==> src/assert_macros.svh <==
// ----------------------------------------------------------------------------
// assert_macros.svh
// Assertion shorthands for the RMS meter. Clocked on clk_i, off in reset.
// ----------------------------------------------------------------------------
`ifndef ASSERT_MACROS_SVH
`define ASSERT_MACROS_SVH

// Property must hold at every clock edge outside reset.
`define RMS_ASSERT(label, prop, msg) \
  label: assert property (@(posedge clk_i) disable iff (!rst_ni) (prop)) else $error(msg);

// Condition must never be true outside reset.
`define RMS_ASSERT_NEVER(label, cond, msg) \
  `RMS_ASSERT(label, !(cond), msg)

`endif

==> src/wrms_pkg.sv <==
// ----------------------------------------------------------------------------
// wrms_pkg
// Shared constants and controller/datapath interface types of the RMS meter.
// ----------------------------------------------------------------------------
`default_nettype none

package wrms_pkg;

  localparam int unsigned SAMPLE_BITS = 16;
  localparam int unsigned MAX_SAMPLES = 4096;

  localparam int unsigned SAMPLE_W = 16;  // fixed width of the sample field
  localparam int unsigned SCALE_W  = 16;  // Q8.8 gain
  localparam int unsigned SCALE_FRAC = 8;
  localparam int unsigned RMS_W    = 24;

  localparam logic [SCALE_W-1:0] SCALE_RESET = 16'd6400;  // 25.0
  localparam logic [RMS_W-1:0]   RMS_MAX     = {RMS_W{1'b1}};

  // request kinds on the input stream
  localparam logic CMD_ACCUM  = 1'b0;
  localparam logic CMD_REPORT = 1'b1;

  // controller -> datapath
  typedef struct packed {
    logic accept_en;  // input stream may take a request
    logic load;       // report taken: snapshot window, clear it
    logic div_step;   // one quotient bit
    logic sq_load;    // quotient into root unit
    logic sq_step;    // one root bit
    logic mul;        // root times gain
    logic out_load;   // result into output register
  } wrms_cmd_t;

  // datapath -> controller
  typedef struct packed {
    logic cnt_zero;   // window currently holds no samples
    logic out_free;   // output register can take a result this cycle
  } wrms_sts_t;

endpackage

`default_nettype wire

==> src/windowed_rms_meter_unit.sv <==
// ----------------------------------------------------------------------------
// windowed_rms_meter_unit
// Samples: one request per cycle while no report runs, squared and summed
//   with no stall. Report: result computed by a 1-bit/cycle divider and a
//   1-bit/cycle root unit, then scaled by the gain.
// Empty-window report: divider and root unit skipped. No input taken until
//   the result is loaded.
// Reset (async, active low): window cleared, gain back to 25.0, output empty.
// ----------------------------------------------------------------------------
`default_nettype none

module windowed_rms_meter_unit #(
  parameter int unsigned SAMPLE_BITS = wrms_pkg::SAMPLE_BITS,  // 8..24
  parameter int unsigned MAX_SAMPLES = wrms_pkg::MAX_SAMPLES   // 2..65536
) (
  input  wire                               clk_i,
  input  wire                               rst_ni,
  // input stream
  input  wire                               s_axis_tvalid,
  output logic                              s_axis_tready,
  input  wire  signed [wrms_pkg::SAMPLE_W-1:0] s_axis_tdata,   // [15:0] sample
  input  wire  [0:0]                        s_axis_tuser,   // [0] command
  // result stream
  output logic                              m_axis_tvalid,
  input  wire                               m_axis_tready,
  output logic [wrms_pkg::RMS_W-1:0]        m_axis_tdata,   // [23:0] rms_value
  output logic [1:0]                        m_axis_tuser,   // [0] empty_window,
                                                            // [1] samples_dropped
  // gain register, unsigned Q8.8
  input  wire                               cfg_we_i,
  input  wire  [wrms_pkg::SCALE_W-1:0]      cfg_wdata_i
);

  // The controller owns sequencing only; every arithmetic register sits in
  // the datapath. A report request snapshots the window (including a square
  // still in flight) and clears it in the same cycle, so samples that follow
  // the result start a fresh window.
  wrms_pkg::wrms_cmd_t cmd;
  wrms_pkg::wrms_sts_t sts;
  logic                out_empty, out_dropped;

  wrms_ctrl #(
    .SAMPLE_BITS (SAMPLE_BITS),
    .MAX_SAMPLES (MAX_SAMPLES)
  ) u_ctrl (
    .clk_i        (clk_i),
    .rst_ni       (rst_ni),
    .in_valid_i   (s_axis_tvalid),
    .in_command_i (s_axis_tuser[0]),
    .sts_i        (sts),
    .cmd_o        (cmd)
  );

  wrms_datapath #(
    .SAMPLE_BITS (SAMPLE_BITS),
    .MAX_SAMPLES (MAX_SAMPLES)
  ) u_dp (
    .clk_i         (clk_i),
    .rst_ni        (rst_ni),
    .cmd_i         (cmd),
    .sts_o         (sts),
    .in_valid_i    (s_axis_tvalid),
    .in_ready_o    (s_axis_tready),
    .in_command_i  (s_axis_tuser[0]),
    .in_sample_i   (s_axis_tdata),
    .out_valid_o   (m_axis_tvalid),
    .out_ready_i   (m_axis_tready),
    .out_rms_o     (m_axis_tdata),
    .out_empty_o   (out_empty),
    .out_dropped_o (out_dropped),
    .cfg_we_i      (cfg_we_i),
    .cfg_wdata_i   (cfg_wdata_i)
  );

  assign m_axis_tuser = {out_dropped, out_empty};

endmodule

`default_nettype wire

==> src/wrms_datapath.sv <==
// ----------------------------------------------------------------------------
// wrms_datapath
// Squaring accumulator, bit-serial divider, digit-serial root, gain multiply
// and output register.
// ----------------------------------------------------------------------------
`default_nettype none

module wrms_datapath #(
  parameter int unsigned SAMPLE_BITS = wrms_pkg::SAMPLE_BITS,
  parameter int unsigned MAX_SAMPLES = wrms_pkg::MAX_SAMPLES
) (
  input  wire                               clk_i,
  input  wire                               rst_ni,
  input  wire  wrms_pkg::wrms_cmd_t         cmd_i,
  output wrms_pkg::wrms_sts_t               sts_o,
  input  wire                               in_valid_i,
  output logic                              in_ready_o,
  input  wire                               in_command_i,
  input  wire  signed [wrms_pkg::SAMPLE_W-1:0] in_sample_i,
  output logic                              out_valid_o,
  input  wire                               out_ready_i,
  output logic [wrms_pkg::RMS_W-1:0]        out_rms_o,
  output logic                              out_empty_o,
  output logic                              out_dropped_o,
  input  wire                               cfg_we_i,
  input  wire  [wrms_pkg::SCALE_W-1:0]      cfg_wdata_i
);

  localparam int unsigned SB     = SAMPLE_BITS;
  localparam int unsigned RAW_W  = (SB > wrms_pkg::SAMPLE_W) ? SB : wrms_pkg::SAMPLE_W;
  localparam int unsigned SQ_W   = 2 * SB;
  localparam int unsigned SUM_W  = 2 * SB - 1 + $clog2(MAX_SAMPLES);
  localparam int unsigned CNT_W  = $clog2(MAX_SAMPLES + 1);
  localparam int unsigned SR_W   = SB + 2;
  localparam int unsigned PROD_W = SB + wrms_pkg::SCALE_W;
  localparam int unsigned HI_W   = PROD_W - wrms_pkg::SCALE_FRAC;
  localparam int unsigned CMP_W  = (HI_W > wrms_pkg::RMS_W) ? HI_W : wrms_pkg::RMS_W;
  localparam logic [CNT_W-1:0] CNT_MAX = CNT_W'(MAX_SAMPLES);

  // window state
  logic [SUM_W-1:0]  sum_q, sum_d, sum_add;
  logic [CNT_W-1:0]  cnt_q, cnt_d;
  logic              drop_q, drop_d;
  logic [SQ_W-1:0]   sq_q;
  logic              sq_vld_q;
  logic [wrms_pkg::SCALE_W-1:0] scale_q;

  // report datapath
  logic [CNT_W-1:0]  den_q;
  logic [SUM_W-1:0]  quo_q, quo_d;
  logic [CNT_W-1:0]  rem_q, rem_d;
  logic [SQ_W-1:0]   rad_q, rad_d;
  logic [SB-1:0]     root_q, root_d;
  logic [SR_W-1:0]   srem_q, srem_d;
  logic [PROD_W-1:0] prod_q;
  logic              empty_q, dsnap_q;

  // output register
  logic                       out_vld_q;
  logic [wrms_pkg::RMS_W-1:0] out_rms_q;
  logic                       out_empty_q, out_drop_q;

  // sample magnitude and square
  logic [RAW_W-1:0] raw;
  logic [SB-1:0]    v, mag;
  logic             acc, full;

  assign raw  = RAW_W'($unsigned(in_sample_i));
  assign v    = raw[SB-1:0];
  assign mag  = v[SB-1] ? (~v + SB'(1)) : v;
  assign acc  = in_valid_i && cmd_i.accept_en && (in_command_i == wrms_pkg::CMD_ACCUM);
  assign full = (cnt_q == CNT_MAX);

  assign sum_add = sum_q + (sq_vld_q ? SUM_W'(sq_q) : SUM_W'(0));

  always_comb begin
    sum_d  = sq_vld_q ? sum_add : sum_q;
    cnt_d  = cnt_q;
    drop_d = drop_q;
    if (acc && full) begin
      drop_d = 1'b1;
    end else if (acc) begin
      cnt_d = cnt_q + CNT_W'(1);
    end
    if (cmd_i.load) begin
      sum_d  = '0;
      cnt_d  = '0;
      drop_d = 1'b0;
    end
  end

  always_ff @(posedge clk_i or negedge rst_ni) begin
    if (!rst_ni) begin
      sum_q    <= '0;
      cnt_q    <= '0;
      drop_q   <= 1'b0;
      sq_vld_q <= 1'b0;
      scale_q  <= wrms_pkg::SCALE_RESET;
    end else begin
      sum_q    <= sum_d;
      cnt_q    <= cnt_d;
      drop_q   <= drop_d;
      sq_vld_q <= acc && !full;
      if (cfg_we_i) begin
        scale_q <= cfg_wdata_i;
      end
    end
  end

  always_ff @(posedge clk_i) begin
    if (acc) begin
      sq_q <= mag * mag;
    end
  end

  // restoring divider, one quotient bit per step
  logic [CNT_W:0]   div_sh;
  logic [CNT_W+1:0] div_trial;
  logic             div_ge;

  assign div_sh    = {rem_q, quo_q[SUM_W-1]};
  assign div_trial = {1'b0, div_sh} - {2'b00, den_q};
  assign div_ge    = !div_trial[CNT_W+1];
  assign rem_d     = div_ge ? div_trial[CNT_W-1:0] : div_sh[CNT_W-1:0];
  assign quo_d     = {quo_q[SUM_W-2:0], div_ge};

  // digit-by-digit root, one root bit per step
  logic [SR_W+1:0] sq_sh;
  logic [SR_W+2:0] sq_trial;
  logic            sq_ge;

  assign sq_sh    = {srem_q, rad_q[SQ_W-1 -: 2]};
  assign sq_trial = {1'b0, sq_sh} - (SR_W+3)'({root_q, 2'b01});
  assign sq_ge    = !sq_trial[SR_W+2];
  assign srem_d   = sq_ge ? sq_trial[SR_W-1:0] : sq_sh[SR_W-1:0];
  assign root_d   = {root_q[SB-2:0], sq_ge};
  assign rad_d    = {rad_q[SQ_W-3:0], 2'b00};

  always_ff @(posedge clk_i) begin
    if (cmd_i.load) begin
      den_q   <= cnt_q;
      quo_q   <= sum_add;
      rem_q   <= '0;
      empty_q <= (cnt_q == '0);
      dsnap_q <= drop_q;
    end else if (cmd_i.div_step) begin
      quo_q <= quo_d;
      rem_q <= rem_d;
    end
    if (cmd_i.sq_load) begin
      rad_q  <= quo_q[SQ_W-1:0];
      root_q <= '0;
      srem_q <= '0;
    end else if (cmd_i.sq_step) begin
      rad_q  <= rad_d;
      root_q <= root_d;
      srem_q <= srem_d;
    end
    if (cmd_i.mul) begin
      prod_q <= PROD_W'(root_q) * PROD_W'(scale_q);
    end
  end

  // drop Q8.8 fraction, saturate
  logic [HI_W-1:0]  hi;
  logic [CMP_W-1:0] hi_ext;
  logic [wrms_pkg::RMS_W-1:0] rms_sat;

  assign hi      = prod_q[PROD_W-1:wrms_pkg::SCALE_FRAC];
  assign hi_ext  = CMP_W'(hi);
  assign rms_sat = (hi_ext > CMP_W'(wrms_pkg::RMS_MAX)) ? wrms_pkg::RMS_MAX
                                                        : hi_ext[wrms_pkg::RMS_W-1:0];

  always_ff @(posedge clk_i or negedge rst_ni) begin
    if (!rst_ni) begin
      out_vld_q <= 1'b0;
    end else if (cmd_i.out_load) begin
      out_vld_q <= 1'b1;
    end else if (out_ready_i) begin
      out_vld_q <= 1'b0;
    end
  end

  always_ff @(posedge clk_i) begin
    if (cmd_i.out_load) begin
      out_rms_q   <= empty_q ? '0 : rms_sat;
      out_empty_q <= empty_q;
      out_drop_q  <= dsnap_q;
    end
  end

  assign in_ready_o     = cmd_i.accept_en;
  assign out_valid_o    = out_vld_q;
  assign out_rms_o      = out_rms_q;
  assign out_empty_o    = out_empty_q;
  assign out_dropped_o  = out_drop_q;
  assign sts_o.cnt_zero = (cnt_q == '0);
  assign sts_o.out_free = !out_vld_q || out_ready_i;

endmodule

`default_nettype wire

==> src/wrms_ctrl.sv <==
// ----------------------------------------------------------------------------
// wrms_ctrl
// Report sequencer: divide, root, scale, output; empty window: output only.
// ----------------------------------------------------------------------------
`default_nettype none

`include "assert_macros.svh"

module wrms_ctrl #(
  parameter int unsigned SAMPLE_BITS = wrms_pkg::SAMPLE_BITS,
  parameter int unsigned MAX_SAMPLES = wrms_pkg::MAX_SAMPLES
) (
  input  wire                      clk_i,
  input  wire                      rst_ni,
  input  wire                      in_valid_i,
  input  wire                      in_command_i,
  input  wire  wrms_pkg::wrms_sts_t sts_i,
  output wrms_pkg::wrms_cmd_t      cmd_o
);

  localparam int unsigned SUM_W  = 2 * SAMPLE_BITS - 1 + $clog2(MAX_SAMPLES);
  localparam int unsigned ITER_W = $clog2(SUM_W);

  typedef enum logic [5:0] {
    ST_IDLE = 6'b000001,
    ST_DIV  = 6'b000010,
    ST_SQLD = 6'b000100,
    ST_SQRT = 6'b001000,
    ST_MUL  = 6'b010000,
    ST_DONE = 6'b100000
  } state_e;

  state_e            state_q, state_d;
  logic [ITER_W-1:0] iter_q, iter_d;
  logic              report;

  assign report = (state_q == ST_IDLE) && in_valid_i &&
                  (in_command_i == wrms_pkg::CMD_REPORT);

  always_comb begin
    state_d = state_q;
    iter_d  = iter_q;
    cmd_o   = '0;
    unique case (state_q)
      ST_IDLE: begin
        cmd_o.accept_en = 1'b1;
        if (report) begin
          cmd_o.load = 1'b1;
          iter_d     = ITER_W'(SUM_W - 1);
          state_d    = sts_i.cnt_zero ? ST_DONE : ST_DIV;
        end
      end
      ST_DIV: begin
        cmd_o.div_step = 1'b1;
        iter_d         = iter_q - ITER_W'(1);
        if (iter_q == '0) begin
          state_d = ST_SQLD;
        end
      end
      ST_SQLD: begin
        cmd_o.sq_load = 1'b1;
        iter_d        = ITER_W'(SAMPLE_BITS - 1);
        state_d       = ST_SQRT;
      end
      ST_SQRT: begin
        cmd_o.sq_step = 1'b1;
        iter_d        = iter_q - ITER_W'(1);
        if (iter_q == '0) begin
          state_d = ST_MUL;
        end
      end
      ST_MUL: begin
        cmd_o.mul = 1'b1;
        state_d   = ST_DONE;
      end
      ST_DONE: begin
        if (sts_i.out_free) begin
          cmd_o.out_load = 1'b1;
          state_d        = ST_IDLE;
        end
      end
      default: begin
        state_d = ST_IDLE;
      end
    endcase
  end

  always_ff @(posedge clk_i or negedge rst_ni) begin
    if (!rst_ni) begin
      state_q <= ST_IDLE;
      iter_q  <= '0;
    end else begin
      state_q <= state_d;
      iter_q  <= iter_d;
    end
  end

  `RMS_ASSERT(a_one_op, $onehot0({cmd_o.load, cmd_o.div_step, cmd_o.sq_load, cmd_o.sq_step, cmd_o.mul, cmd_o.out_load}), "datapath got two operations at once")
  `RMS_ASSERT(a_out_free, cmd_o.out_load |-> sts_i.out_free, "result loaded over an unread one")
  `RMS_ASSERT_NEVER(a_busy_after_load, $past(cmd_o.load) && cmd_o.accept_en, "input reopened right after report")

endmodule

`default_nettype wire
==> config.mk <==
export PLATFORM = sky130hd
export DESIGN_NAME = windowed_rms_meter_unit
export DESIGN_NICKNAME = d
export VERILOG_FILES = /design/src/wrms_pkg.sv /design/src/windowed_rms_meter_unit.sv /design/src/wrms_datapath.sv /design/src/wrms_ctrl.sv
export VERILOG_INCLUDE_DIRS = /design/src /design/src/src
export SDC_FILE = /design/constraint.sdc
export NUM_CORES = 2
export LEC_CHECK = 0
export BUFFER_PORTS_ARGS = -buffer_cell sky130_fd_sc_hd__buf_2
export CORE_MARGIN = 3
export CORE_UTILIZATION = 45
export CTS_CLUSTER_DIAMETER = 40
export DETAILED_ROUTE_END_ITERATION = 12
export SYNTH_ARGS = -nofsm -noshare
export SYNTH_HDL_FRONTEND = slang
export SYNTH_SLANG_ARGS = --single-unit
==> constraint.sdc <==
create_clock -name clk_i -period 11.2 [get_ports clk_i]
set_clock_uncertainty 0.05 [all_clocks]
set_input_delay 1.12 -clock clk_i [delete_from_list [all_inputs] [get_ports clk_i]]
set_output_delay 1.12 -clock clk_i [all_outputs]
set_load 0.01 [all_outputs]
==> metrics.txt <==
status=finished, final reports clean; relative slew slack=0.2401; critical path startpoint category=primary input; Num CTS Buffers=52; period utilisation layout=0.8198; antenna-violating nets left=0; post-synthesis sequential area ratio=0.2709; Diodes inserted=0; Critical Path AT=9.48 ns; IO Pins=66; Via density=about 5.2; gr usage total=0.1991; Synth Instances=between 3,000 and 4,000; XOR/XNOR share of the synthesized area=0.04080; Clock Latency Late Sink=slightly above 0.6 ns; IO Port Bufs=65; endpoints failing setup=0; Max stage delay cell, worst path=xor2_1; count leader, synth=inv_1; FP Rows=94; mean routed wirelength per cell=16.41 um; global-route wire length before repair=roughly 120 mm; warning count from the yosys run=0; layout cell share with drive strength beyond 1=0.07113; Final Hold Viols=0; vias in the first global route=roughly 23,000; vias post-DR=approximately 22,000; Post-synth EDFFs=around 170; DRT Wirelength=between 60 and 70 mm; area delta synth->final=9.743%; RSZ-0062 raised after global routing=no; Syn Area/Cell=~9.4 um2; clk buf depth=3; TritonCTS clock tree=done; adder-cell area share of the yosys netlist=0.3437; DRC viols=0; crit end category=flop; complex-gate fraction of the synthesized area=0.08648; nets@finish=a little under 4,000; hold buffers post-CTS=0; Synth area leader=fa_1; core box area=between 60,000 and 70,000 um2; CP Data Required Time=11.50 ns; largest family of logic cells by synthesized area=adder cells; Post-Synth Simple-Gate Area=0.1546; HPWL Detailed=roughly 54 mm; Synth Register Bits=~310; 1st-pass router iterations=5; setup bufs post-CTS=0; CTS resizes=0; Mapped Area=30,490 um2; worst min path class=reg2reg; root buf cell=clkbuf_16; Placer Congestion=approximately 0.9; max-slew violation count=0; mux cell area share after synthesis=0.02142; Synth top area share=0.2357; asr flop ratio synth=0.2852; actual slew at the worst max-slew pin=approximately 1.1 ns; initial antenna violation count=1; synth cell count leaders=inv_1, nand2_1, fa_1; Setup TNS=0 ns; initial detailed-routing violation count=1,386; clock sink total=around 300; Final Critical Period=about 9.2 ns; Reg clk slew, reported paths=around 0.06 ns; top area cells in the synthesized netlist=fa_1, edfxtp_1, ha_1, dfrtp_1, inv_1; H-tree depth=2; Die ar.=70,910 um2; Initial Util=0.4588; die height=roughly 270 um; gr ovfl total=0; Max-Cap Viols=0; largest net degree at the start of global routing=80; Yosys cell types=a little under 90; top_reg_cell synth=edfxtp_1; die width=between 200 and 300 um; Crit path top cell by count=fa_1; fmax=108.9 MHz; critical path class=in2reg; crit path max fanout=19; Slowest Stage Delay on Critical Path=around 0.89 ns
per-layer routing:
layer  vias to the layer above  track usage  routed length [um]
met5                         -            0                   0
met4                         0      0.05305                1555
met3                        93      0.02918                3004
met2                       445       0.3479               33590
met1                     10830       0.2592               30230
li1                      10460            -                   -
cells in the final DEF (no fill, tap or decap), types with 10 or more instances in the layout:
cell type,netlist,final
dfxtp_1,47,47
o22ai_1,23,23
nand2_1,490,490
buf_4,3,21
mux2i_1,45,45
buf_2,4,64
edfxtp_1,171,171
nand4_1,22,22
xor2_1,54,54
and2_1,127,127
nor2_1,198,197
clkbuf_16,0,52
inv_1,531,531
dfrtp_1,83,82
o21bai_1,15,15
a21oi_1,91,91
clkinv_4,0,10
o21a_1,15,15
or3_1,10,10
xnor2_1,88,88
conb_1,2,11
o211ai_1,12,12
a211oi_1,14,14
a21o_1,38,38
ha_1,263,263
nand2b_1,19,19
o21ai_0,110,110
fa_1,359,359
mux2_2,18,18
a31oi_1,13,13
nand3_1,45,44
nor3_1,33,33
nor2b_1,37,36
metrics by stage:
stage,utilization,worst slack [ns],cells,instance area [um2],hold WS (ns)
finish,0.5035,2.018,4168,33460,0.3737
global route,0.5035,1.511,4168,33460,0.4062
CTS,0.5035,2.077,4168,33460,0.3793
detailed placement,0.4761,1.407,4070,31640,0.3728
global placement,0.4761,1.578,4070,31640,0.3556
floorplan,-,2.640,3241,30520,0.3503
final timing paths:
kind / endpoint / slack [ns] / cells after the start / from
max in group asynchronous: u_dp.sum_q[5] / 9.46 / 2 / rst_ni
setup / recovery: u_dp.sq_q[31] / 2.02 / 25 / s_axis_tdata[0]
hold / removal: u_dp.out_dropped_o / 0.37 / 0 / u_dp.dsnap_q
min in group asynchronous: u_dp.sum_q[32] / 0.45 / 1 / rst_ni
hold reg to reg: u_dp.out_dropped_o / 0.37 / 0 / u_dp.dsnap_q
setup reg to reg: u_dp.prod_q[19] / 4.41 / 21 / u_dp.root_q[4]
area by class of cell:
type,instances,area [um2]
inverters,541,2031
clock buffers,59,1338
clock inverters,39,478.0
repair buffers,85,478.0
flip-flops and latches,305,8259
well taps,864,1081
fillers,6083,33000
multi-input cells,2275,19790
sequential cells by signal, summed over array words and instances (netlist names), 13 cells and up:
| name | cells |
|---|---|
| u_dp.scale_q | 16 |
| u_dp.out_rms_o | 24 |
| u_dp.srem_q | 18 |
| u_dp.rad_q | 32 |
| u_dp.cnt_q | 13 |
| u_dp.sum_q | 43 |
| u_dp.sq_q | 31 |
| u_dp.den_q | 13 |
| u_dp.rem_q | 13 |
| u_dp.prod_q | 24 |
| u_dp.quo_q | 43 |
| u_dp.root_q | 16 |
logic make-up (layout without fill, tap and decap cells):
logic type / count (synthesis) / after routing
DFF: 305 / 305
and+or+nand+nor: 1031 / 1031
muxes: 63 / 63
buffers and inverters: 661 / 724
other: 2 / 11
xor gates and xnor gates: 142 / 142
adders and majority gates: 622 / 622
AOI/OAI and AO/OA: 406 / 406
critical path: cells and delay by family:
kind,cells,cell delay [ns]
buf+inv,6,1.07
simple gates,2,0.27
compound gates,7,2.07
fa+ha+maj,8,3.95
xor+xnor,2,0.98
Power is left out: the tool's default activity adds up to more than one toggle a clock period on the data nets, which glitch-free logic cannot reach.
